### config.mk
export PLATFORM = sky130hd
export DESIGN_NAME = rv32im_instruction_decoder
export DESIGN_NICKNAME = d
export VERILOG_FILES = /design/src/rtl/rvid_pkg.sv /design/src/rtl/rvid_decode.sv /design/src/rtl/rv32im_instruction_decoder.sv
export SDC_FILE = /design/constraint.sdc
export NUM_CORES = 1
export LEC_CHECK = 0
export ABC_AREA = 1
export ABC_CLOCK_PERIOD_IN_PS = 5000
export BUFFER_PORTS_ARGS = -buffer_cell sky130_fd_sc_hd__buf_2
export CORE_ASPECT_RATIO = 0.9
export CORE_MARGIN = 4
export CORE_UTILIZATION = 54
export DETAILED_ROUTE_END_ITERATION = 8
export HOLD_SLACK_MARGIN = 0.05
export PLACE_DENSITY = 0.88
export SYNTH_ARGS = -nofsm -noshare
export SYNTH_HDL_FRONTEND = slang
export SYNTH_SLANG_ARGS = --single-unit
### constraint.sdc
create_clock -name clk -period 5 [get_ports clk]
set_clock_uncertainty 0.1 [all_clocks]
set_input_delay 0.5 -clock clk [delete_from_list [all_inputs] [get_ports clk]]
set_output_delay 0.5 -clock clk [all_outputs]
set_load 0.005 [all_outputs]
### src/rtl/rvid_pkg.sv
// rvid_pkg: shared types and constants for the RV32IM instruction decoder.
// Opcode, funct7 and mnemonic codes plus the decoded word struct.
// No dependencies.
package rvid_pkg;

	// Major opcodes, bits 6..0
	localparam logic [6:0] OPC_REG    = 7'b0110011;
	localparam logic [6:0] OPC_LOAD   = 7'b0000011;
	localparam logic [6:0] OPC_STORE  = 7'b0100011;
	localparam logic [6:0] OPC_BRANCH = 7'b1100011;
	localparam logic [6:0] OPC_JAL    = 7'b1101111;
	localparam logic [6:0] OPC_JALR   = 7'b1100111;
	localparam logic [6:0] OPC_IMM    = 7'b0010011;
	localparam logic [6:0] OPC_LUI    = 7'b0110111;
	localparam logic [6:0] OPC_AUIPC  = 7'b0010111;
	localparam logic [6:0] OPC_SYSTEM = 7'b1110011;
	localparam logic [6:0] OPC_FENCE  = 7'b0001111;

	localparam logic [6:0] F7_BASE   = 7'b0000000;
	localparam logic [6:0] F7_ALT    = 7'b0100000;
	localparam logic [6:0] F7_MULDIV = 7'b0000001;

	localparam logic [31:0] WORD_ECALL  = 32'h0000_0073;
	localparam logic [31:0] WORD_EBREAK = 32'h0010_0073;

	// Dense mnemonic numbers
	localparam logic [5:0] MN_ECALL  = 6'd0;
	localparam logic [5:0] MN_EBREAK = 6'd1;
	localparam logic [5:0] MN_ADD    = 6'd2;
	localparam logic [5:0] MN_SUB    = 6'd3;
	localparam logic [5:0] MN_SLL    = 6'd4;
	localparam logic [5:0] MN_SLT    = 6'd5;
	localparam logic [5:0] MN_SLTU   = 6'd6;
	localparam logic [5:0] MN_XOR    = 6'd7;
	localparam logic [5:0] MN_SRL    = 6'd8;
	localparam logic [5:0] MN_SRA    = 6'd9;
	localparam logic [5:0] MN_OR     = 6'd10;
	localparam logic [5:0] MN_AND    = 6'd11;
	localparam logic [5:0] MN_MUL    = 6'd12;
	localparam logic [5:0] MN_MULH   = 6'd13;
	localparam logic [5:0] MN_MULHSU = 6'd14;
	localparam logic [5:0] MN_MULHU  = 6'd15;
	localparam logic [5:0] MN_DIV    = 6'd16;
	localparam logic [5:0] MN_DIVU   = 6'd17;
	localparam logic [5:0] MN_REM    = 6'd18;
	localparam logic [5:0] MN_REMU   = 6'd19;
	localparam logic [5:0] MN_CSRRW  = 6'd20;
	localparam logic [5:0] MN_CSRRS  = 6'd21;
	localparam logic [5:0] MN_CSRRC  = 6'd22;
	localparam logic [5:0] MN_CSRRWI = 6'd23;
	localparam logic [5:0] MN_CSRRSI = 6'd24;
	localparam logic [5:0] MN_CSRRCI = 6'd25;
	localparam logic [5:0] MN_LB     = 6'd26;
	localparam logic [5:0] MN_LH     = 6'd27;
	localparam logic [5:0] MN_LW     = 6'd28;
	localparam logic [5:0] MN_LBU    = 6'd29;
	localparam logic [5:0] MN_LHU    = 6'd30;
	localparam logic [5:0] MN_SB     = 6'd31;
	localparam logic [5:0] MN_SH     = 6'd32;
	localparam logic [5:0] MN_SW     = 6'd33;
	localparam logic [5:0] MN_BEQ    = 6'd34;
	localparam logic [5:0] MN_BNE    = 6'd35;
	localparam logic [5:0] MN_BLT    = 6'd36;
	localparam logic [5:0] MN_BGE    = 6'd37;
	localparam logic [5:0] MN_BLTU   = 6'd38;
	localparam logic [5:0] MN_BGEU   = 6'd39;
	localparam logic [5:0] MN_LUI    = 6'd40;
	localparam logic [5:0] MN_AUIPC  = 6'd41;
	localparam logic [5:0] MN_ADDI   = 6'd42;
	localparam logic [5:0] MN_SLTI   = 6'd43;
	localparam logic [5:0] MN_SLTIU  = 6'd44;
	localparam logic [5:0] MN_XORI   = 6'd45;
	localparam logic [5:0] MN_ORI    = 6'd46;
	localparam logic [5:0] MN_ANDI   = 6'd47;
	localparam logic [5:0] MN_SLLI   = 6'd48;
	localparam logic [5:0] MN_SRLI   = 6'd49;
	localparam logic [5:0] MN_SRAI   = 6'd50;
	localparam logic [5:0] MN_JAL    = 6'd51;
	localparam logic [5:0] MN_JALR   = 6'd52;
	localparam logic [5:0] MN_FENCE  = 6'd53;
	localparam logic [5:0] MN_FENCEI = 6'd54;

	typedef struct packed {
		logic [5:0]         mnem;
		logic [4:0]         rd;
		logic [4:0]         rs1;
		logic [4:0]         rs2;
		logic [11:0]        csr;
		logic signed [31:0] imm;
		logic               illegal;
	} dec_res_t;

endpackage

### src/rtl/rvid_decode.sv
// rvid_decode: combinational decode of one RV32IM word into a dec_res_t.
// Depends on rvid_pkg.
module rvid_decode (
	input  logic [31:0]        word,
	output rvid_pkg::dec_res_t res
);
	import rvid_pkg::*;

	logic [6:0]  opc;
	logic [2:0]  f3;
	logic [6:0]  f7;
	logic [31:0] imm_i, imm_s, imm_b, imm_u, imm_j;
	logic        ok;
	dec_res_t    d;

	assign opc = word[6:0];
	assign f3  = word[14:12];
	assign f7  = word[31:25];

	assign imm_i = {{20{word[31]}}, word[31:20]};
	assign imm_s = {{20{word[31]}}, word[31:25], word[11:7]};
	assign imm_b = {{19{word[31]}}, word[31], word[7], word[30:25], word[11:8], 1'b0};
	assign imm_u = {word[31:12], 12'b0};
	assign imm_j = {{11{word[31]}}, word[31], word[19:12], word[20], word[30:21], 1'b0};

	always_comb begin
		d         = '0;
		ok        = 1'b1;
		if (word == WORD_ECALL) begin
			d.mnem = MN_ECALL;
		end else if (word == WORD_EBREAK) begin
			d.mnem = MN_EBREAK;
		end else begin
			unique case (opc)
				OPC_REG: begin
					d.rd  = word[11:7];
					d.rs1 = word[19:15];
					d.rs2 = word[24:20];
					if (f7 == F7_BASE) begin
						unique case (f3)
							3'd0: d.mnem = MN_ADD;
							3'd1: d.mnem = MN_SLL;
							3'd2: d.mnem = MN_SLT;
							3'd3: d.mnem = MN_SLTU;
							3'd4: d.mnem = MN_XOR;
							3'd5: d.mnem = MN_SRL;
							3'd6: d.mnem = MN_OR;
							default: d.mnem = MN_AND;
						endcase
					end else if (f7 == F7_ALT && f3 == 3'd0) begin
						d.mnem = MN_SUB;
					end else if (f7 == F7_ALT && f3 == 3'd5) begin
						d.mnem = MN_SRA;
					end else if (f7 == F7_MULDIV) begin
						unique case (f3)
							3'd0: d.mnem = MN_MUL;
							3'd1: d.mnem = MN_MULH;
							3'd2: d.mnem = MN_MULHSU;
							3'd3: d.mnem = MN_MULHU;
							3'd4: d.mnem = MN_DIV;
							3'd5: d.mnem = MN_DIVU;
							3'd6: d.mnem = MN_REM;
							default: d.mnem = MN_REMU;
						endcase
					end else begin
						ok = 1'b0;
					end
				end
				OPC_SYSTEM: begin
					d.rd  = word[11:7];
					d.rs1 = word[19:15];
					d.csr = word[31:20];
					unique case (f3)
						3'd1: d.mnem = MN_CSRRW;
						3'd2: d.mnem = MN_CSRRS;
						3'd3: d.mnem = MN_CSRRC;
						3'd5: d.mnem = MN_CSRRWI;
						3'd6: d.mnem = MN_CSRRSI;
						3'd7: d.mnem = MN_CSRRCI;
						default: ok = 1'b0;  // funct3 0 other than ecall/ebreak, or 4
					endcase
				end
				OPC_LOAD: begin
					d.rd  = word[11:7];
					d.rs1 = word[19:15];
					d.imm = imm_i;
					unique case (f3)
						3'd0: d.mnem = MN_LB;
						3'd1: d.mnem = MN_LH;
						3'd2: d.mnem = MN_LW;
						3'd4: d.mnem = MN_LBU;
						3'd5: d.mnem = MN_LHU;
						default: ok = 1'b0;
					endcase
				end
				OPC_STORE: begin
					d.rs1 = word[19:15];
					d.rs2 = word[24:20];
					d.imm = imm_s;
					unique case (f3)
						3'd0: d.mnem = MN_SB;
						3'd1: d.mnem = MN_SH;
						3'd2: d.mnem = MN_SW;
						default: ok = 1'b0;
					endcase
				end
				OPC_BRANCH: begin
					d.rs1 = word[19:15];
					d.rs2 = word[24:20];
					d.imm = imm_b;
					unique case (f3)
						3'd0: d.mnem = MN_BEQ;
						3'd1: d.mnem = MN_BNE;
						3'd4: d.mnem = MN_BLT;
						3'd5: d.mnem = MN_BGE;
						3'd6: d.mnem = MN_BLTU;
						3'd7: d.mnem = MN_BGEU;
						default: ok = 1'b0;
					endcase
				end
				OPC_LUI: begin
					d.mnem = MN_LUI;
					d.rd   = word[11:7];
					d.imm  = imm_u;
				end
				OPC_AUIPC: begin
					d.mnem = MN_AUIPC;
					d.rd   = word[11:7];
					d.imm  = imm_u;
				end
				OPC_IMM: begin
					d.rd  = word[11:7];
					d.rs1 = word[19:15];
					unique case (f3)
						3'd1: begin
							d.rs2 = word[24:20];
							if (f7 == F7_BASE) d.mnem = MN_SLLI;
							else               ok = 1'b0;
						end
						3'd5: begin
							d.rs2 = word[24:20];
							if (f7 == F7_BASE)     d.mnem = MN_SRLI;
							else if (f7 == F7_ALT) d.mnem = MN_SRAI;
							else                   ok = 1'b0;
						end
						3'd0: begin d.mnem = MN_ADDI;  d.imm = imm_i; end
						3'd2: begin d.mnem = MN_SLTI;  d.imm = imm_i; end
						3'd3: begin d.mnem = MN_SLTIU; d.imm = imm_i; end
						3'd4: begin d.mnem = MN_XORI;  d.imm = imm_i; end
						3'd6: begin d.mnem = MN_ORI;   d.imm = imm_i; end
						default: begin d.mnem = MN_ANDI; d.imm = imm_i; end
					endcase
				end
				OPC_JAL: begin
					d.mnem = MN_JAL;
					d.rd   = word[11:7];
					d.imm  = imm_j;
				end
				OPC_JALR: begin
					d.mnem = MN_JALR;
					d.rd   = word[11:7];
					d.rs1  = word[19:15];
					d.imm  = imm_i;
					if (f3 != 3'd0) ok = 1'b0;
				end
				OPC_FENCE: begin
					if (f3 == 3'd0)      d.mnem = MN_FENCE;
					else if (f3 == 3'd1) d.mnem = MN_FENCEI;
					else                 ok = 1'b0;
				end
				default: ok = 1'b0;
			endcase
		end

		// unsupported encodings report only the flag
		if (ok) begin
			res = d;
		end else begin
			res         = '0;
			res.illegal = 1'b1;
		end
	end

endmodule

### src/rtl/rv32im_instruction_decoder.sv
// rv32im_instruction_decoder: top level, input word register, decoder and
// result register with valid/stall flow control. Depends on rvid_pkg, rvid_decode.
//
// Path: an accepted word waits in the input register (_s1), its result
//   (out_valid) in the result register (_s2). Throughput: one word per cycle
//   while out_stall is low; set by the single decode pass between them.
// Reset: arst_n clears both stage valid flags asynchronously; payload regs are
//   not reset.
module rv32im_instruction_decoder (
	input  logic               clk,
	input  logic               arst_n,
	// input word channel
	input  logic               in_valid,
	output logic               in_stall,
	input  logic [31:0]        instr_word,
	// result channel
	output logic               out_valid,
	input  logic               out_stall,
	output logic [5:0]         mnemonic_id,
	output logic [4:0]         dest_reg,
	output logic [4:0]         src1_reg,
	output logic [4:0]         src2_reg,
	output logic [11:0]        csr_addr,
	output logic signed [31:0] imm_value,
	output logic               illegal
);
	import rvid_pkg::*;

	// stage 1: captured instruction word
	logic        valid_s1;
	logic [31:0] instr_s1;
	// stage 2: decoded result held for the consumer
	logic        valid_s2;
	dec_res_t    res_s2;

	dec_res_t    dec;
	logic        adv_s2;   // result register may take a new word
	logic        adv_s1;   // input register may take a new word

	rvid_decode u_decode (
		.word (instr_s1),
		.res  (dec)
	);

	// The result register frees up when empty or when its word leaves this
	// cycle; the input register frees up when empty or when it moves forward.
	assign adv_s2   = !valid_s2 || !out_stall;
	assign adv_s1   = !valid_s1 || adv_s2;
	assign in_stall = !adv_s1;

	always_ff @(posedge clk or negedge arst_n) begin
		if (!arst_n) begin
			valid_s1 <= 1'b0;
			valid_s2 <= 1'b0;
		end else begin
			if (adv_s1) valid_s1 <= in_valid;
			if (adv_s2) valid_s2 <= valid_s1;
		end
	end

	// payload: loaded only with a live word, otherwise held
	always_ff @(posedge clk) begin
		if (adv_s1 && in_valid) instr_s1 <= instr_word;
		if (adv_s2 && valid_s1) res_s2   <= dec;
	end

	assign out_valid   = valid_s2;
	assign mnemonic_id = res_s2.mnem;
	assign dest_reg    = res_s2.rd;
	assign src1_reg    = res_s2.rs1;
	assign src2_reg    = res_s2.rs2;
	assign csr_addr    = res_s2.csr;
	assign imm_value   = res_s2.imm;
	assign illegal     = res_s2.illegal;

	// Back-pressure reaches the input only with both stages full and the
	// consumer stalling.
	a_stall_full: assert property (@(posedge clk) disable iff (!arst_n)
		in_stall |-> (valid_s1 && valid_s2 && out_stall))
		else $error("input stalled without a full pipeline");

	// An illegal word carries no mnemonic and no immediate.
	a_illegal_clean: assert property (@(posedge clk) disable iff (!arst_n)
		(out_valid && illegal) |-> (mnemonic_id == MN_ECALL && imm_value == 32'sd0
			&& dest_reg == 5'd0 && csr_addr == 12'd0))
		else $error("illegal word with nonzero fields");

	// Legal mnemonics stay within the dense range.
	a_mnem_range: assert property (@(posedge clk) disable iff (!arst_n)
		(out_valid && !illegal) |-> (mnemonic_id <= MN_FENCEI))
		else $error("mnemonic out of range");

	// A CSR address appears only on the CSR forms.
	a_csr_only: assert property (@(posedge clk) disable iff (!arst_n)
		(out_valid && csr_addr != 12'd0) |->
			(mnemonic_id >= MN_CSRRW && mnemonic_id <= MN_CSRRCI))
		else $error("CSR address on a non-CSR instruction");

	// Stores and branches have no destination register.
	a_no_rd: assert property (@(posedge clk) disable iff (!arst_n)
		(out_valid && mnemonic_id >= MN_SB && mnemonic_id <= MN_BGEU) |->
			(dest_reg == 5'd0))
		else $error("store or branch with a destination register");

endmodule

# After elaboration in Yosys (flattened, before gate mapping)
# Index checks and enable logic that the tools add are counted.
[classes] n_eq_ne=22 mux=41 n_bitwise=4 reduce_logical=29
[op_table] operator="32-bit case mux with 6 select lines" n=1
[op_table] operator="6-bit case mux with 11 select lines" n=1
[op_table] operator="6-bit 2-to-1 mux" n=9
[op_table] operator="6-bit case mux with 7 select lines" n=1
[op_table] operator="6-bit case mux with 6 select lines" n=1
[op_table] operator="5-bit case mux with 7 select lines" n=1
[op_table] operator="32-bit by 21-bit == test with 1-bit output, second input constant" n=1
[op_table] operator="32-bit by 7-bit == test with 1-bit output, second input constant" n=1
[op_table] operator="32-bit 2-to-1 mux" n=1
[op_table] operator="5-bit case mux with 6 select lines" n=1
[op_table] operator="7-bit by 6-bit == test with 1-bit output, second input constant" n=4
[op_table] operator="7-bit == test, second input constant" n=4
[op_table] operator="4-bit case mux with 7 select lines" n=1
[op_table] operator="5-bit case mux with 5 select lines" n=1
[op_table] operator="6-bit case mux with 3 select lines" n=1
[op_table] operator="1-bit 2-to-1 mux" n=17
[op_table] operator="7-bit by 5-bit == test with 1-bit output, second input constant" n=2
[op_table] operator="3-bit == test, second input constant" n=4
[op_table] operator="3-bit OR reduction" n=4
[op_table] operator="4-bit OR reduction" n=3
[op_table] operator="6-bit OR reduction" n=2
[op_table] operator="5-bit 2-to-1 mux" n=2
[op_table] operator="5-bit case mux with 2 select lines" n=1
[op_table] operator="1-bit case mux with 9 select lines" n=1
[op_table] operator="17 further kinds" n=31
[totals] regBits=100 inputBits=36

# Logic depth before layout (Yosys ltp)
[depth] depth_word=10 mapped_depth=13 ltp_nobuf=11

# By module
# A second synthesis with hierarchy kept.
[unflattened] cells_unflattened=456 hier_area_um2=4639.4
[modules_own_cells] module="rv32im_instruction_decoder" n_inst=1 cells_per_inst=110 area_per_inst_um2=3037.9
[modules_own_cells] module="rvid_decode" n_inst=1 cells_per_inst=346 area_per_inst_um2=1601.5

# Worst setup path before layout
# No wires, ideal clock.
[synth_path] path_type="input port to flip-flop" start="input out_stall" end="register res_s2 (netlist bit csr_addr[0]), enable pin" setup_time_ps=512 arrival_ps=3726 t_required_ps=4388 slack_ps=662 path_stages=1 n_path_buf=0 path_cell_list="a21oi_1"
[synth_between] elab_chain_cells=3
[synth_rtl] element="start, declared" line="rv32im_instruction_decoder.sv:18" rtl="input logic out_stall,"
[synth_rtl] element="1-bit logical NOT" line="rv32im_instruction_decoder.sv:47" rtl="assign adv_s2 = !valid_s2 || !out_stall;"
[synth_rtl] element="1-bit logical OR" line="rv32im_instruction_decoder.sv:47"
[synth_rtl] element="1-bit logical AND" line="rv32im_instruction_decoder.sv:64" rtl="if (adv_s2 && valid_s1) res_s2 <= dec;"
[synth_rtl] element="end signal, assigned" line="rv32im_instruction_decoder.sv:64"
[synth_rtl] element="end, declared" line="rv32im_instruction_decoder.sv:34" rtl="dec_res_t res_s2;"
# Every way passes these cells.
# A chain may end at the register's enable or synchronous reset.

# Worst setup path in the final report
[layout_path] start="register instr_s1[2]" end="register res_s2 (netlist bit imm_value[30]), data pin"
[layout_between] elab_chain_cells=7
[layout_rtl] element="start, declared" line="rv32im_instruction_decoder.sv:31" rtl="logic [31:0] instr_s1;"
[layout_rtl] element="start signal, assigned" line="rv32im_instruction_decoder.sv:63" rtl="if (adv_s1 && in_valid) instr_s1 <= instr_word;"
[layout_rtl] element="7-bit by 6-bit == test with 1-bit output, or another cell as far along" line="rvid_decode.sv:34" rtl="unique case (opc)"
[layout_rtl] element="3-bit OR reduction (no source line)"
[layout_rtl] element="1-bit case mux with 9 select lines" line="rvid_decode.sv:34"
[layout_rtl] element="1-bit 2-to-1 mux" line="rvid_decode.sv:31" rtl="end else if (word == WORD_EBREAK) begin"
[layout_rtl] element="1-bit 2-to-1 mux" line="rvid_decode.sv:29" rtl="if (word == WORD_ECALL) begin"
[layout_rtl] element="1-bit NOT (no source line)"
[layout_rtl] element="3-bit OR reduction (no source line)"
# Several ways; a longest one is shown, not always the timed one.

==> results_tabular.tex <==
\begin{tabular}{lr}
\hline
Metric & Value \\
\hline
\multicolumn{2}{l}{\textbf{Finish}} \\
\quad Number of standard cells in the final layout excluding fillers & $\sim$680 \\
\quad Area growth syn-to-layout & 17.0\% \\
\quad Fraction of final layout cells with drive strength greater than 1 & between 20\% and 30\% \\
\quad Antenna diode instance count & 0 \\
\quad End-of-flow core utilization & approximately two thirds \\
\quad Net total in the final layout & 595 \\
\quad \# fillers & $\sim$680 \\
\multicolumn{2}{l}{\textbf{Yosys}} \\
\quad Net count of the mapped netlist & between 400 and 500 \\
\quad Netlist area before placement & 0.00460 mm2 \\
\quad Flip-flop and latch count after synthesis & 100 \\
\quad Primary flip-flop cell chosen by synthesis mapping & sky130\_fd\_sc\_hd\_\_edfxtp\_1 \\
\quad Count of flip-flops with a built-in enable after synthesis & 98 \\
\quad Number of warnings issued by yosys & 0 \\
\quad Post-Syn Area per Cell & just over 10 um2 \\
\quad Share of synthesized registers carrying an async set or reset & around 2.0\% \\
\quad Sequential area share after synthesis & around two thirds \\
\quad Post-Syn Instances & 455 \\
\quad Number of library cell types mapped by synthesis & 28 \\
\multicolumn{2}{l}{\textbf{Detailed routing}} \\
\quad Via count of the routed design & between 3000 and 4000 \\
\quad Total iterations of the first detailed-routing run & 5 \\
\quad Routed length per placed instance & $\sim$18 um \\
\quad Vias per cell & between 5 and 6 \\
\quad Detailed Route Iter0 Violations & approximately 330 \\
\quad Post-DRT Antenna Nets & 0 \\
\quad Detailed Route WL & 12.0 mm \\
\quad Final routed DRC violation total & 0 \\
\multicolumn{2}{l}{\textbf{Timing}} \\
\quad Worst rel slew slack & between 40\% and 50\% \\
\quad Shortest period the worst path allows & 3.02 ns \\
\quad Final period util & 60.3\% \\
\quad Final number of setup-violating endpoints & 0 \\
\quad Worst-margin pin slew & about 0.85 ns \\
\quad Worst hold-check slack & around 0.20 ns \\
\quad Setup TNS Final & 0 ns \\
\quad RSZ-0062 raised after global routing & no \\
\quad Final-report hold violation count & 0 \\
\quad Max Clock Freq & between 300 and 400 MHz \\
\quad Fin. max-slew vios & 0 \\
\multicolumn{2}{l}{\textbf{CTS}} \\
\quad Post-CTS sizing & 0 \\
\quad Insertion delay of the later-clocked pin in the worst-skew pair & approximately 0.37 ns \\
\quad Cell chosen for the clock root & sky130\_fd\_sc\_hd\_\_clkbuf\_8 \\
\quad Maximum level of the CTS H-tree & 3 \\
\quad Clock transition at path regs & $\sim$0.09 ns \\
\quad CTS tree & built \\
\quad Sinks on the clock net & 100 \\
\quad Buffers from clock root to sink, at most & 2 \\
\quad Number of setup buffers added after CTS & 0 \\
\quad Number of CTS-inserted buffers & 9 \\
\multicolumn{2}{l}{\textbf{Die}} \\
\quad Number of I/O pins & roughly 100 \\
\quad Core ar. & approximately 0.0082 mm2 \\
\quad Die boundary width & roughly 110 um \\
\quad Overall die area & 0.0101 mm2 \\
\quad Die Ht & $\sim$96 um \\
\quad Effective utilization at floorplan & a little under three fifths \\
\quad Number of rows created at floorplan & 31 \\
\multicolumn{2}{l}{\textbf{Run}} \\
\quad Max Cap Viol & 0 \\
\multicolumn{2}{l}{\textbf{GRT}} \\
\quad Largest net degree at the start of global routing & 67 \\
\quad Via count of the first global-routing pass & 3605 \\
\quad Antenna violations before repair & 0 \\
\quad Remaining global-route overflow & 0 \\
\quad Wire length of the first global-routing pass & 18.7 mm \\
\quad Total global-route track usage & between 20\% and 30\% \\
\multicolumn{2}{l}{\textbf{Placement}} \\
\quad Post-DP HPWL & $\sim$9.0 mm \\
\quad Buffers added on ports & around 100 \\
\quad Placed cells & around 660 \\
\quad Gpl congestion & 1.01 \\
\multicolumn{2}{l}{\textbf{Pwr}} \\
\quad Static Leak & between 0.002 and 0.0025 uW \\
\quad Tot Pwr & $\sim$1700 uW \\
\quad Power density cells & approximately 320 mW/mm2 \\
\quad Worst vdd ir & $\sim$0.21 mV \\
\multicolumn{2}{l}{\textbf{Critical path}} \\
\quad Critical Path AT & 3.12 ns \\
\quad Critical Path RT & 5.10 ns \\
\quad Highest fanout seen on the critical path & 33 \\
\quad Crit Path Category & reg -> reg \\
\quad Critical Path Start Type & flip-flop \\
\quad CP endpoint kind & flip-flop \\
\multicolumn{2}{l}{\textbf{Worst hold path}} \\
\quad Path category of the worst min-delay check & in -> reg \\
\multicolumn{2}{l}{\textbf{Run status}} \\
\quad Run status & completed \\
\hline
\end{tabular}
==> layout by cell type (no fill, tap or decap), types with 2 or more instances in the layout <==
cell                       netlist  final
sky130_fd_sc_hd__nor2_1        108    108
sky130_fd_sc_hd__inv_2           4      4
sky130_fd_sc_hd__a22oi_1        13     13
sky130_fd_sc_hd__o22ai_1         2      2
sky130_fd_sc_hd__a31oi_1         2      2
sky130_fd_sc_hd__buf_2           3    103
sky130_fd_sc_hd__edfxtp_1       98     98
sky130_fd_sc_hd__nand3_1        24     24
sky130_fd_sc_hd__dfrtp_1         2      2
sky130_fd_sc_hd__nand4_1        12     12
sky130_fd_sc_hd__nor4_1          2      2
sky130_fd_sc_hd__a21oi_1         6      5
sky130_fd_sc_hd__inv_1          51     51
sky130_fd_sc_hd__clkbuf_8        0      9
sky130_fd_sc_hd__o21ai_0        10     10
sky130_fd_sc_hd__buf_4           3      2
sky130_fd_sc_hd__nor2_4          2      2
sky130_fd_sc_hd__nor3_1         18     18
sky130_fd_sc_hd__nand2_1        74     74
sky130_fd_sc_hd__nand2_2         7      7
==> worst max-delay path, stage by stage, from the launching register on <==
cell and delay (ns):
sky130_fd_sc_hd__edfxtp_1 0.44, sky130_fd_sc_hd__inv_1 0.09, sky130_fd_sc_hd__nand2_1 0.06, sky130_fd_sc_hd__nor2_1 0.52, sky130_fd_sc_hd__nand3_1 0.56, sky130_fd_sc_hd__nand2_1 0.22
sky130_fd_sc_hd__nor2_1 0.06, sky130_fd_sc_hd__nand2_1 0.07, sky130_fd_sc_hd__nor2_1 0.05, sky130_fd_sc_hd__nand2_2 0.21, sky130_fd_sc_hd__inv_2 0.28, sky130_fd_sc_hd__nor2_1 0.20
==> power breakdown <==
part	switching [uW]	total [uW]	internal (uW)
logic	121	182	61.5
registers	37.4	1040	1000
clock network	260	484	224
total	418	1710	1290
==> layer usage <==
layer / up-vias / wire length (um) / global-route usage, % / share of wire [%]
met5: - / 0 / 0 / 0
met4: 0 / 508 / 12.8 / 4.2
met3: 36 / 892 / 5.62 / 7.4
met2: 202 / 5680 / 40.6 / 47
met1: 1765 / 4960 / 31.0 / 41
li1: 1739 / - / - / -
==> through the flow <==
step	setup slack, ns	cell area (um2)
6_report	1.98	5380
5_1_grt	1.72	5380
4_1_cts	2.04	5380
3_5_place_dp	2.04	5190
3_3_place_gp	2.28	5190
2_1_floorplan	0.662	4600
==> cells in the mapped netlist (4+ instances only) <==
cell	instances	area [um2]
sky130_fd_sc_hd__nor2_1	108	405
sky130_fd_sc_hd__o21ai_0	10	50.1
sky130_fd_sc_hd__inv_1	51	191
sky130_fd_sc_hd__a21oi_1	6	30.0
sky130_fd_sc_hd__nand4_1	12	75.1
sky130_fd_sc_hd__nand2_1	74	278
sky130_fd_sc_hd__nor3_1	18	90.1
sky130_fd_sc_hd__nand2_2	7	43.8
sky130_fd_sc_hd__a22oi_1	13	97.6
sky130_fd_sc_hd__buf_6	4	45.0
sky130_fd_sc_hd__nand3_1	24	120
sky130_fd_sc_hd__inv_2	4	15.0
sky130_fd_sc_hd__edfxtp_1	98	2940
==> worst paths after layout <==
| check | from | to | slack [ns] | cells past startpoint |
|---|---|---|---|---|
| max reg2reg | instr_s1[2] | imm_value[30] | 1.98 | 11 |
| min reg2reg | valid_s1 | out_valid | 0.39 | 2 |
| min in group asynchronous | arst_n | valid_s1 | 0.37 | 2 |
| max | instr_s1[2] | imm_value[30] | 1.98 | 11 |
| min | instr_word[27] | instr_s1[27] | 0.20 | 1 |
| max in group asynchronous | arst_n | out_valid | 4.34 | 2 |
==> cell families after synthesis <==
family                 count (synthesis)  synth area share, %
AOI/OAI and AO/OA                     35                 4.76
buffers and inverters                 68                 6.53
DFF                                  100                 65.1
and+or+nand+nor                      252                 23.7
==> area by class of cell <==
class,count,area [um2],share of cell area [%]
well taps,115,144,2.67
clock inverters,5,55.1,1.02
clock buffers,9,124,2.30
inverters,55,206,3.84
repair buffers,106,541,10.0
flip-flops and latches,100,2990,55.6
multi-input cells,287,1320,24.5
==> what timing repair did <==
item | CTS | global route
setup endpoints to repair | 0 | 0
hold buffers | 1 | 0
hold endpoints to repair | 2 | 0
No activity file was read; power rests on OpenSTA's default activity.
